File: config.mk
export PLATFORM = sky130hd
export DESIGN_NAME = matrix_ring_rotate_by_one_flat
export DESIGN_NICKNAME = d
export VERILOG_FILES = /design/src/rtl/mrr_pkg.sv /design/src/rtl/mrr_if.sv /design/src/rtl/mrr_source_map.sv /design/src/rtl/matrix_ring_rotate_by_one.sv /design/src/flat_wrapper.sv
export SDC_FILE = /design/constraint.sdc
export NUM_CORES = 2
export LEC_CHECK = 0
export BUFFER_PORTS_ARGS = -buffer_cell sky130_fd_sc_hd__buf_2
export CAP_MARGIN = 10
export CORE_ASPECT_RATIO = 0.7
export CORE_MARGIN = 4
export CORE_UTILIZATION = 45
export CTS_CLUSTER_SIZE = 30
export DETAILED_ROUTE_END_ITERATION = 10
export GPL_TIMING_DRIVEN = 0
export PLACE_DENSITY = 0.71
export SYNTH_ARGS = -nofsm -noshare
export SYNTH_HDL_FRONTEND = slang
export SYNTH_SLANG_ARGS = --single-unit
File: constraint.sdc
create_clock -name clk -period 10.3 [get_ports clk]
set_clock_uncertainty 0.2 [all_clocks]
set_input_delay 2.06 -clock clk [delete_from_list [all_inputs] [get_ports clk]]
set_output_delay 2.06 -clock clk [all_outputs]
set_load 0.02 [all_outputs]
File: src/rtl/mrr_pkg.sv
`default_nettype none

package mrr_pkg;

  localparam int MAX_ROWS   = 8;
  localparam int MAX_COLS   = 8;
  localparam int DEPTH      = MAX_ROWS * MAX_COLS;
  localparam int ADDR_W     = $clog2(DEPTH);
  localparam int TOTAL_W    = ADDR_W + 1;
  localparam int ROW_W      = $clog2(MAX_ROWS);
  localparam int COL_W      = $clog2(MAX_COLS);
  localparam int SIZE_W     = 4;
  localparam int CFG_IDX_W  = 4;
  localparam int DATA_W     = 32;
  localparam int RESET_SIZE = 8;

  typedef logic [SIZE_W-1:0]        size_t;
  typedef logic signed [DATA_W-1:0] data_t;
  typedef logic [ADDR_W-1:0]        addr_t;
  typedef logic [TOTAL_W-1:0]       total_t;
  typedef logic [CFG_IDX_W-1:0]     cfg_idx_t;
  typedef logic [ROW_W-1:0]         row_t;
  typedef logic [COL_W-1:0]         col_t;

  localparam cfg_idx_t REG_ROWS_IN_USE = CFG_IDX_W'(0);
  localparam cfg_idx_t REG_COLS_IN_USE = CFG_IDX_W'(1);

  typedef struct packed {
    row_t row;
    col_t col;
  } pos_t;

  typedef struct packed {
    size_t rows;
    size_t cols;
  } geom_t;

  typedef enum logic [1:0] {
    PH_LOAD = 2'b01,
    PH_EMIT = 2'b10
  } phase_t;

  // Zero counts as one, anything above the maximum saturates.
  function automatic size_t clamp_size(size_t v, size_t maxv);
    size_t r;
    if (v == SIZE_W'(0)) begin
      r = SIZE_W'(1);
    end else if (v > maxv) begin
      r = maxv;
    end else begin
      r = v;
    end
    return r;
  endfunction

endpackage

`default_nettype wire

File: src/rtl/mrr_if.sv
`default_nettype none

interface mrr_in_if;
  import mrr_pkg::*;
  logic  valid;
  logic  ready;
  data_t element_value;
  modport source (output valid, output element_value, input ready);
  modport sink (input valid, input element_value, output ready);
endinterface

interface mrr_out_if;
  import mrr_pkg::*;
  logic  valid;
  logic  ready;
  data_t rotated_value;
  logic  last_of_matrix;
  modport source (output valid, output rotated_value, output last_of_matrix, input ready);
  modport sink (input valid, input rotated_value, input last_of_matrix, output ready);
endinterface

interface mrr_cfg_if;
  import mrr_pkg::*;
  logic     valid;
  logic     ready;
  cfg_idx_t index;
  size_t    data;
  modport source (output valid, output index, output data, input ready);
  modport sink (input valid, input index, input data, output ready);
endinterface

`default_nettype wire

File: src/rtl/mrr_source_map.sv
`default_nettype none

module mrr_source_map (
  input  mrr_pkg::pos_t  pos,
  input  mrr_pkg::geom_t geom,
  output mrr_pkg::addr_t src_addr
);
  import mrr_pkg::*;

  row_t               last_row;
  col_t               last_col;
  row_t               dist_bottom;
  col_t               dist_right;
  logic [ROW_W-1:0]   ring_r;
  logic [COL_W-1:0]   ring_c;
  logic [SIZE_W:0]    ring;
  logic               rotated;
  row_t               ring_bottom;
  col_t               ring_right;
  row_t               src_row;
  col_t               src_col;
  logic [TOTAL_W-1:0] addr_wide;

  always_comb begin
    last_row    = ROW_W'(geom.rows - SIZE_W'(1));
    last_col    = COL_W'(geom.cols - SIZE_W'(1));
    dist_bottom = last_row - pos.row;
    dist_right  = last_col - pos.col;
    ring_r      = (pos.row < dist_bottom) ? pos.row : dist_bottom;
    ring_c      = (pos.col < dist_right) ? pos.col : dist_right;
    // Ring depth is the distance to the nearest edge.
    if ((SIZE_W + 1)'(ring_r) < (SIZE_W + 1)'(ring_c)) begin
      ring = (SIZE_W + 1)'(ring_r);
    end else begin
      ring = (SIZE_W + 1)'(ring_c);
    end
    // A ring moves only while it still has at least two rows and two columns.
    rotated = ((ring << 1) + (SIZE_W + 1)'(2) <= (SIZE_W + 1)'(geom.rows)) &&
              ((ring << 1) + (SIZE_W + 1)'(2) <= (SIZE_W + 1)'(geom.cols));
    ring_bottom = last_row - ROW_W'(ring);
    ring_right  = last_col - COL_W'(ring);

    src_row = pos.row;
    src_col = pos.col;
    if (rotated) begin
      if (pos.row == ROW_W'(ring)) begin
        if (pos.col == COL_W'(ring)) begin
          src_row = pos.row + ROW_W'(1);
        end else begin
          src_col = pos.col - COL_W'(1);
        end
      end else if (pos.col == ring_right) begin
        src_row = pos.row - ROW_W'(1);
      end else if (pos.row == ring_bottom) begin
        src_col = pos.col + COL_W'(1);
      end else begin
        src_row = pos.row + ROW_W'(1);
      end
    end
    addr_wide = TOTAL_W'(src_row) * TOTAL_W'(geom.cols) + TOTAL_W'(src_col);
    src_addr  = addr_wide[ADDR_W-1:0];
  end

endmodule

`default_nettype wire

File: src/rtl/matrix_ring_rotate_by_one.sv
`default_nettype none

// Loads a rows_in_use by cols_in_use matrix of signed 32-bit elements, one beat
// per element in row-major order, into a 64-entry single-port-read store, and
// once the last element has arrived streams the matrix back out in row-major
// order with every ring of at least two rows and two columns moved one place
// clockwise; the final beat carries last_of_matrix. Emission reads one store
// entry per cycle through the single read port while the sink is ready. After
// the last input beat the block enters its emit phase, and each result then
// passes through the registered store read and the output register. Input is
// held off while a matrix is being read out; results stall cleanly under
// backpressure. Register 0 sets rows, register 1 sets columns (zero reads as
// one, values above eight saturate); write them only while the block is idle.
module matrix_ring_rotate_by_one (
  input  logic        clk,
  input  logic        rst,
  mrr_in_if.sink      elements,
  mrr_out_if.source   results,
  mrr_cfg_if.sink     cfg
);
  import mrr_pkg::*;

  // Element store; read data is registered.
  data_t  element_store [DEPTH];
  data_t  rdata;

  size_t  rows_reg;
  size_t  cols_reg;
  geom_t  geom;
  total_t total;

  phase_t phase;
  addr_t  load_count;
  logic   load_done;
  logic   in_beat;

  pos_t   pos;
  logic   last_pos;
  logic   issue;
  addr_t  src_addr;

  // Read stage: rdata holds a fetched element waiting for the output register.
  logic   a_valid;
  logic   a_last;
  logic   a_move;

  logic   out_valid;
  data_t  out_data;
  logic   out_last;

  assign cfg.ready = 1'b1;

  always_ff @(posedge clk) begin
    if (rst) begin
      rows_reg <= SIZE_W'(RESET_SIZE);
      cols_reg <= SIZE_W'(RESET_SIZE);
    end else if (cfg.valid) begin
      if (cfg.index == REG_ROWS_IN_USE) begin
        rows_reg <= cfg.data;
      end else if (cfg.index == REG_COLS_IN_USE) begin
        cols_reg <= cfg.data;
      end
    end
  end

  always_comb begin
    geom.rows = clamp_size(rows_reg, SIZE_W'(MAX_ROWS));
    geom.cols = clamp_size(cols_reg, SIZE_W'(MAX_COLS));
    total     = TOTAL_W'(geom.rows) * TOTAL_W'(geom.cols);
  end

  // The store accepts new elements only while no matrix is being read out.
  assign elements.ready = (phase == PH_LOAD);
  assign in_beat        = elements.valid && elements.ready;
  // A size change during a load can leave the count at or past the new total;
  // the next element then completes the load.
  assign load_done      = (TOTAL_W'(load_count) + TOTAL_W'(1)) >= total;

  mrr_source_map u_map (
    .pos      (pos),
    .geom     (geom),
    .src_addr (src_addr)
  );

  assign last_pos = (pos.row == ROW_W'(geom.rows - SIZE_W'(1))) &&
                    (pos.col == COL_W'(geom.cols - SIZE_W'(1)));
  assign a_move   = a_valid && (!out_valid || results.ready);
  assign issue    = (phase == PH_EMIT) && (!a_valid || a_move);

  always_ff @(posedge clk) begin
    if (in_beat) begin
      element_store[load_count] <= elements.element_value;
    end
    if (issue) begin
      rdata  <= element_store[src_addr];
      a_last <= last_pos;
    end
  end

  always_ff @(posedge clk) begin
    if (rst) begin
      phase      <= PH_LOAD;
      load_count <= '0;
      pos        <= '0;
    end else begin
      unique case (phase)
        PH_LOAD: begin
          if (in_beat) begin
            if (load_done) begin
              load_count <= '0;
              pos        <= '0;
              phase      <= PH_EMIT;
            end else begin
              load_count <= load_count + ADDR_W'(1);
            end
          end
        end
        PH_EMIT: begin
          if (issue) begin
            if (last_pos) begin
              phase <= PH_LOAD;
            end
            if (pos.col == COL_W'(geom.cols - SIZE_W'(1))) begin
              pos.col <= '0;
              pos.row <= pos.row + ROW_W'(1);
            end else begin
              pos.col <= pos.col + COL_W'(1);
            end
          end
        end
        default: begin
          phase <= PH_LOAD;
        end
      endcase
    end
  end

  always_ff @(posedge clk) begin
    if (rst) begin
      a_valid   <= 1'b0;
      out_valid <= 1'b0;
    end else begin
      if (issue) begin
        a_valid <= 1'b1;
      end else if (a_move) begin
        a_valid <= 1'b0;
      end
      if (a_move) begin
        out_valid <= 1'b1;
      end else if (results.ready) begin
        out_valid <= 1'b0;
      end
    end
  end

  always_ff @(posedge clk) begin
    if (a_move) begin
      out_data <= rdata;
      out_last <= a_last;
    end
  end

  assign results.valid          = out_valid;
  assign results.rotated_value  = out_data;
  assign results.last_of_matrix = out_last;

endmodule

`default_nettype wire
File: src/flat_wrapper.sv
// flat-port wrapper written by rule: the top's interface ports become plain ports
module matrix_ring_rotate_by_one_flat import mrr_pkg::*;
  (clk, rst, elements_valid, elements_element_value, elements_ready, results_valid, results_rotated_value, results_last_of_matrix, results_ready, cfg_valid, cfg_index, cfg_data, cfg_ready);
  mrr_in_if elements_i ();
  mrr_out_if results_i ();
  mrr_cfg_if cfg_i ();
  input  logic clk;
  input  logic rst;
  input wire logic [$bits(elements_i.valid)-1:0] elements_valid;
  input wire logic [$bits(elements_i.element_value)-1:0] elements_element_value;
  output wire logic [$bits(elements_i.ready)-1:0] elements_ready;
  output wire logic [$bits(results_i.valid)-1:0] results_valid;
  output wire logic [$bits(results_i.rotated_value)-1:0] results_rotated_value;
  output wire logic [$bits(results_i.last_of_matrix)-1:0] results_last_of_matrix;
  input wire logic [$bits(results_i.ready)-1:0] results_ready;
  input wire logic [$bits(cfg_i.valid)-1:0] cfg_valid;
  input wire logic [$bits(cfg_i.index)-1:0] cfg_index;
  input wire logic [$bits(cfg_i.data)-1:0] cfg_data;
  output wire logic [$bits(cfg_i.ready)-1:0] cfg_ready;
  assign elements_i.valid = elements_valid;
  assign elements_i.element_value = elements_element_value;
  assign elements_ready = elements_i.ready;
  assign results_valid = results_i.valid;
  assign results_rotated_value = results_i.rotated_value;
  assign results_last_of_matrix = results_i.last_of_matrix;
  assign results_i.ready = results_ready;
  assign cfg_i.valid = cfg_valid;
  assign cfg_i.index = cfg_index;
  assign cfg_i.data = cfg_data;
  assign cfg_ready = cfg_i.ready;
  matrix_ring_rotate_by_one u_core (.clk(clk), .rst(rst), .elements(elements_i), .results(results_i), .cfg(cfg_i));
endmodule
==> impl_metrics.xml <==
<?xml version="1.0" encoding="UTF-8"?>
<metrics>
  <group name="worst_setup_path">
    <metric name="critPathCaptureType" unit="">flop</metric>
    <metric name="timing.critical_path.fanout_max" unit="">10</metric>
    <metric name="worst-path-buf-inv" unit="">4</metric>
    <metric name="critPathRequiredTime" unit="ps">10630</metric>
    <metric name="critical_path_arrival" unit="ps">10260</metric>
    <metric name="path_class" unit="">reg -&gt; reg</metric>
    <metric name="cpMaxStageDelayCell" unit="">dlygate4sd2_1</metric>
    <metric name="timing.critical_path.slowest_cell_delay" unit="ps">940</metric>
    <metric name="setup_crit_start_kind" unit="">flop</metric>
    <metric name="cpLargestDelayFamily" unit="">adder cells</metric>
  </group>
  <group name="sta">
    <metric name="setup_tns" unit="ps">0</metric>
    <metric name="tightest_slew" unit="ps">1310</metric>
    <metric name="final_worst_setup_slack" unit="ps">369</metric>
    <metric name="max_slew_margin" unit="%">13.0</metric>
    <metric name="max_freq" unit="GHz">0.101</metric>
    <metric name="setup-violations-final" unit="">0</metric>
    <metric name="min_period_over_period" unit="%">96.4</metric>
    <metric name="slew_viol_final" unit="">0</metric>
    <metric name="timing.final.crit_period" unit="ps">9930</metric>
    <metric name="grt_setup_unrepaired" unit="">no</metric>
    <metric name="finalHoldViolCount" unit="">0</metric>
  </group>
  <group name="cts">
    <metric name="cts.sinks" unit="">2138</metric>
    <metric name="clock_insertion_delay_worst_skew" unit="ps">820</metric>
    <metric name="cts_htree_levels" unit="">4</metric>
    <metric name="root_buffer" unit="">clkbuf_16</metric>
    <metric name="clk_transition_reported_paths" unit="ps">70</metric>
    <metric name="max-clock-path-buffers" unit="">3</metric>
    <metric name="tritoncts" unit="">built</metric>
    <metric name="numCtsBuffers" unit="">181</metric>
  </group>
  <group name="floorplan">
    <metric name="die_span_in_x" unit="um">522</metric>
    <metric name="die_area" unit="mm^2">0.192</metric>
    <metric name="core-area" unit="mm^2">0.183</metric>
    <metric name="row_count" unit="">131</metric>
    <metric name="initial_core_util" unit="%">45.5</metric>
    <metric name="num_io_pins" unit="">81</metric>
    <metric name="die_height" unit="um">368</metric>
  </group>
  <group name="route">
    <metric name="number_of_violations_reported_at_the_end_of_detailed_routing_iteration_0" unit="">6802</metric>
    <metric name="route.detailed.drc" unit="">0</metric>
    <metric name="detail_route.first_pass.iterations" unit="">6</metric>
    <metric name="detail_route.wirelength" unit="um">215000</metric>
    <metric name="wire_per_inst" unit="um">33.3</metric>
    <metric name="via_count" unit="">40400</metric>
    <metric name="drtAntennaViolNets" unit="">0</metric>
    <metric name="post_drt_via_cell_ratio" unit="">6.25</metric>
  </group>
  <group name="synthesis">
    <metric name="number_of_storage_elements_in_the_synthesis_netlist" unit="">2138</metric>
    <metric name="async_flop_share" unit="%">0</metric>
    <metric name="ys.flop_type" unit="">edfxtp_1</metric>
    <metric name="yosysSeqAreaShare" unit="%">76.9</metric>
    <metric name="synthesis.yosys.warnings" unit="">0</metric>
    <metric name="post_synth_inst_count" unit="">3497</metric>
    <metric name="synth_area_per_cell" unit="um^2">23.8</metric>
    <metric name="postSynthNetCount" unit="">3611</metric>
    <metric name="synth_edf_count" unit="">2114</metric>
    <metric name="synthDistinctLibCells" unit="">69</metric>
    <metric name="mappedNetlistArea" unit="mm^2">0.0832</metric>
  </group>
  <group name="global_routing">
    <metric name="grt_start_max_net_pins" unit="">65</metric>
    <metric name="grt_overflow_total" unit="">0</metric>
    <metric name="grt_pass1_vias" unit="">39600</metric>
    <metric name="grt_first_pass_wirelength" unit="um">305000</metric>
    <metric name="number_of_antenna_violations_at_the_first_check_in_global_routing" unit="">14</metric>
    <metric name="grt_use_total" unit="%">22.4</metric>
  </group>
  <group name="layout">
    <metric name="largest_reg_flops" unit="">2048</metric>
    <metric name="flow.area_growth_from_synthesis" unit="%">14.2</metric>
    <metric name="final_design_area_no_fill" unit="mm^2">0.0950</metric>
    <metric name="drive_gt1_share" unit="%">32.1</metric>
    <metric name="finish.net_count" unit="">3960</metric>
    <metric name="largest_register" unit="">u_core.element_store</metric>
    <metric name="fin_util" unit="%">51.9</metric>
  </group>
  <group name="job">
    <metric name="maxCapViolations" unit="">0</metric>
  </group>
  <group name="run_status">
    <metric name="result_of_the_run" unit="">complete, no violations</metric>
  </group>
  <group name="power_and_ir_drop">
    <metric name="peakVddDrop" unit="V">0.000193</metric>
    <metric name="power.static_leakage" unit="nW">28.9</metric>
    <metric name="power-per-cell-area" unit="mW/mm^2">196</metric>
  </group>
  <group name="place">
    <metric name="postPlaceCellArea" unit="mm^2">0.0888</metric>
    <metric name="post-place-ws" unit="ps">-1680</metric>
    <metric name="buffer_ports.inserted" unit="">79</metric>
    <metric name="globalplace.congestion" unit="">0.815</metric>
    <metric name="dp_hpwl" unit="um">138000</metric>
  </group>
  <group name="worst_hold_path">
    <metric name="hp-class" unit="">reg -&gt; reg</metric>
  </group>
</metrics>
==> worst reg2reg max path: cells and delay by family, from the launching register on <==
family | cells | cell delay, ps
AND/OR/NAND/NOR | 5 | 1270
adder cells (fa/ha/maj) | 8 | 3260
XOR/XNOR | 3 | 800
buffers and inverters | 4 | 1550
AO/OA/AOI/OAI | 5 | 1180
multiplexers | 3 | 1100
flip-flops | 1 | 310
==> layout make-up <==
| class | instances | area [um^2] |
|---|---|---|
| Fill cell | 13700 | 87900 |
| Sequential cell | 2138 | 64000 |
| Multi-Input combinational cell | 1143 | 19000 |
| Clock buffer | 232 | 4830 |
| Tap cell | 2460 | 3080 |
| Timing Repair Buffer | 168 | 2150 |
| Buffer | 166 | 1060 |
| Clock inverter | 97 | 719 |
| Inverter | 48 | 186 |
| Antenna cell | 3 | 7.51 |
==> cells by family (layout without fill, tap and decap cells) <==
kind of cell	count (synthesis)	in the layout	synth area share [%]
adders and majority gates	69	69	1.15
xor gates and xnor gates	37	37	0.415
other	1	4	0.00451
buffers and inverters	216	711	1.08
DFF	2138	2138	76.9
muxes	750	750	18.7
AOI/OAI and AO/OA	65	65	0.556
and+or+nand+nor	221	221	1.25
==> placed cells by master (no fill, tap or decap), types with 15 or more instances in the layout <==
| master | count |
|---|---|
| a21oi_1 | 19 |
| buf_12 | 71 |
| buf_2 | 81 |
| clkbuf_1 | 73 |
| clkbuf_16 | 186 |
| clkbuf_2 | 65 |
| clkbuf_4 | 19 |
| clkdlybuf4s15_2 | 21 |
| clkinv_1 | 46 |
| clkinv_2 | 28 |
| dfxtp_1 | 23 |
| edfxtp_1 | 2114 |
| ha_1 | 56 |
| inv_1 | 45 |
| mux2i_1 | 86 |
| mux4_2 | 640 |
| nand2_1 | 40 |
| nand3_1 | 15 |
| nor2_1 | 50 |
| nor2_4 | 67 |
| xnor2_1 | 23 |
==> per-layer routing <==
metal  vias to the layer above  global-route usage [%]  wire length (um)
met5                         -                       0                47
met4                         8                    4.65              4100
met3                       283                    6.86             29800
met2                      2819                    31.1             92400
met1                     21600                    35.0             88400
li1                      15600                       -                 -
==> power by group <==
group | switching (mW) | total (mW) | leakage, nW | internal, mW
Combinational | 1.34 | 2.36 | 6.96 | 1.02
Clock | 3.06 | 6.58 | 2.70 | 3.52
Sequential | 0.0287 | 9.69 | 19.2 | 9.66
Total | 4.43 | 18.6 | 28.9 | 14.2
==> worst paths after layout <==
| path | to | startpoint | depth (start not counted) | slack, ps |
|---|---|---|---|---|
| max reg2reg | u_core.rdata[3]$_DFFE_PP_ | u_core.cols_reg[3]$_SDFFE_PP1P_ | 28 | 370 |
| min | u_core.results.rotated_value[18]$_DFFE_PP_ | u_core.rdata[18]$_DFFE_PP_ | 0 | 220 |
| max | u_core.rdata[3]$_DFFE_PP_ | u_core.cols_reg[3]$_SDFFE_PP1P_ | 28 | 370 |
| min reg2reg | u_core.results.rotated_value[18]$_DFFE_PP_ | u_core.rdata[18]$_DFFE_PP_ | 0 | 220 |
==> metrics by stage <==
| step | power (mW) | hold slack (ps) | instances |
|---|---|---|---|
| after floorplan | 11.2 | 200 | 3497 |
| after global placement | 12.1 | 204 | 6036 |
| after detailed placement | 12.2 | 207 | 6115 |
| after CTS | 18.7 | 220 | 6443 |
| after global routing | 19.2 | 221 | 6453 |
| final | 18.6 | 221 | 6455 |
==> synthesized netlist by cell type (3+ instances only) <==
master | n | share of area, %
edfxtp_1 | 2114 | 76
mux4_2 | 640 | 17
nor2_1 | 117 | 0.53
clkbuf_1 | 111 | 0.50
mux2i_1 | 106 | 1.3
ha_1 | 57 | 0.86
inv_1 | 47 | 0.21
buf_1 | 43 | 0.19
nand2_1 | 40 | 0.18
dfxtp_1 | 24 | 0.58
xnor2_1 | 24 | 0.25
a21oi_1 | 20 | 0.12
nand3_1 | 15 | 0.090
fa_1 | 12 | 0.29
a21o_1 | 11 | 0.099
xor2_1 | 11 | 0.12
nor2b_1 | 10 | 0.075
nor3_1 | 8 | 0.048
o21ai_0 | 8 | 0.048
buf_6 | 6 | 0.081
dlygate4sd3_1 | 6 | 0.072
nand2b_1 | 6 | 0.045
o211ai_1 | 4 | 0.036
a31oi_1 | 3 | 0.023
nand3b_1 | 3 | 0.027
or3_1 | 3 | 0.023
==> what timing repair did <==
| action | 4_1_cts | 5_1_grt |
|---|---|---|
| endpoints found under the setup margin | 32 | 31 |
| endpoints found under the hold margin | 0 | 0 |
| hold buffers | 0 | 0 |
| resized for setup | 157 | 62 |
| setup buffers | 0 | 2 |
No activity file was read; power rests on OpenSTA's default activity.
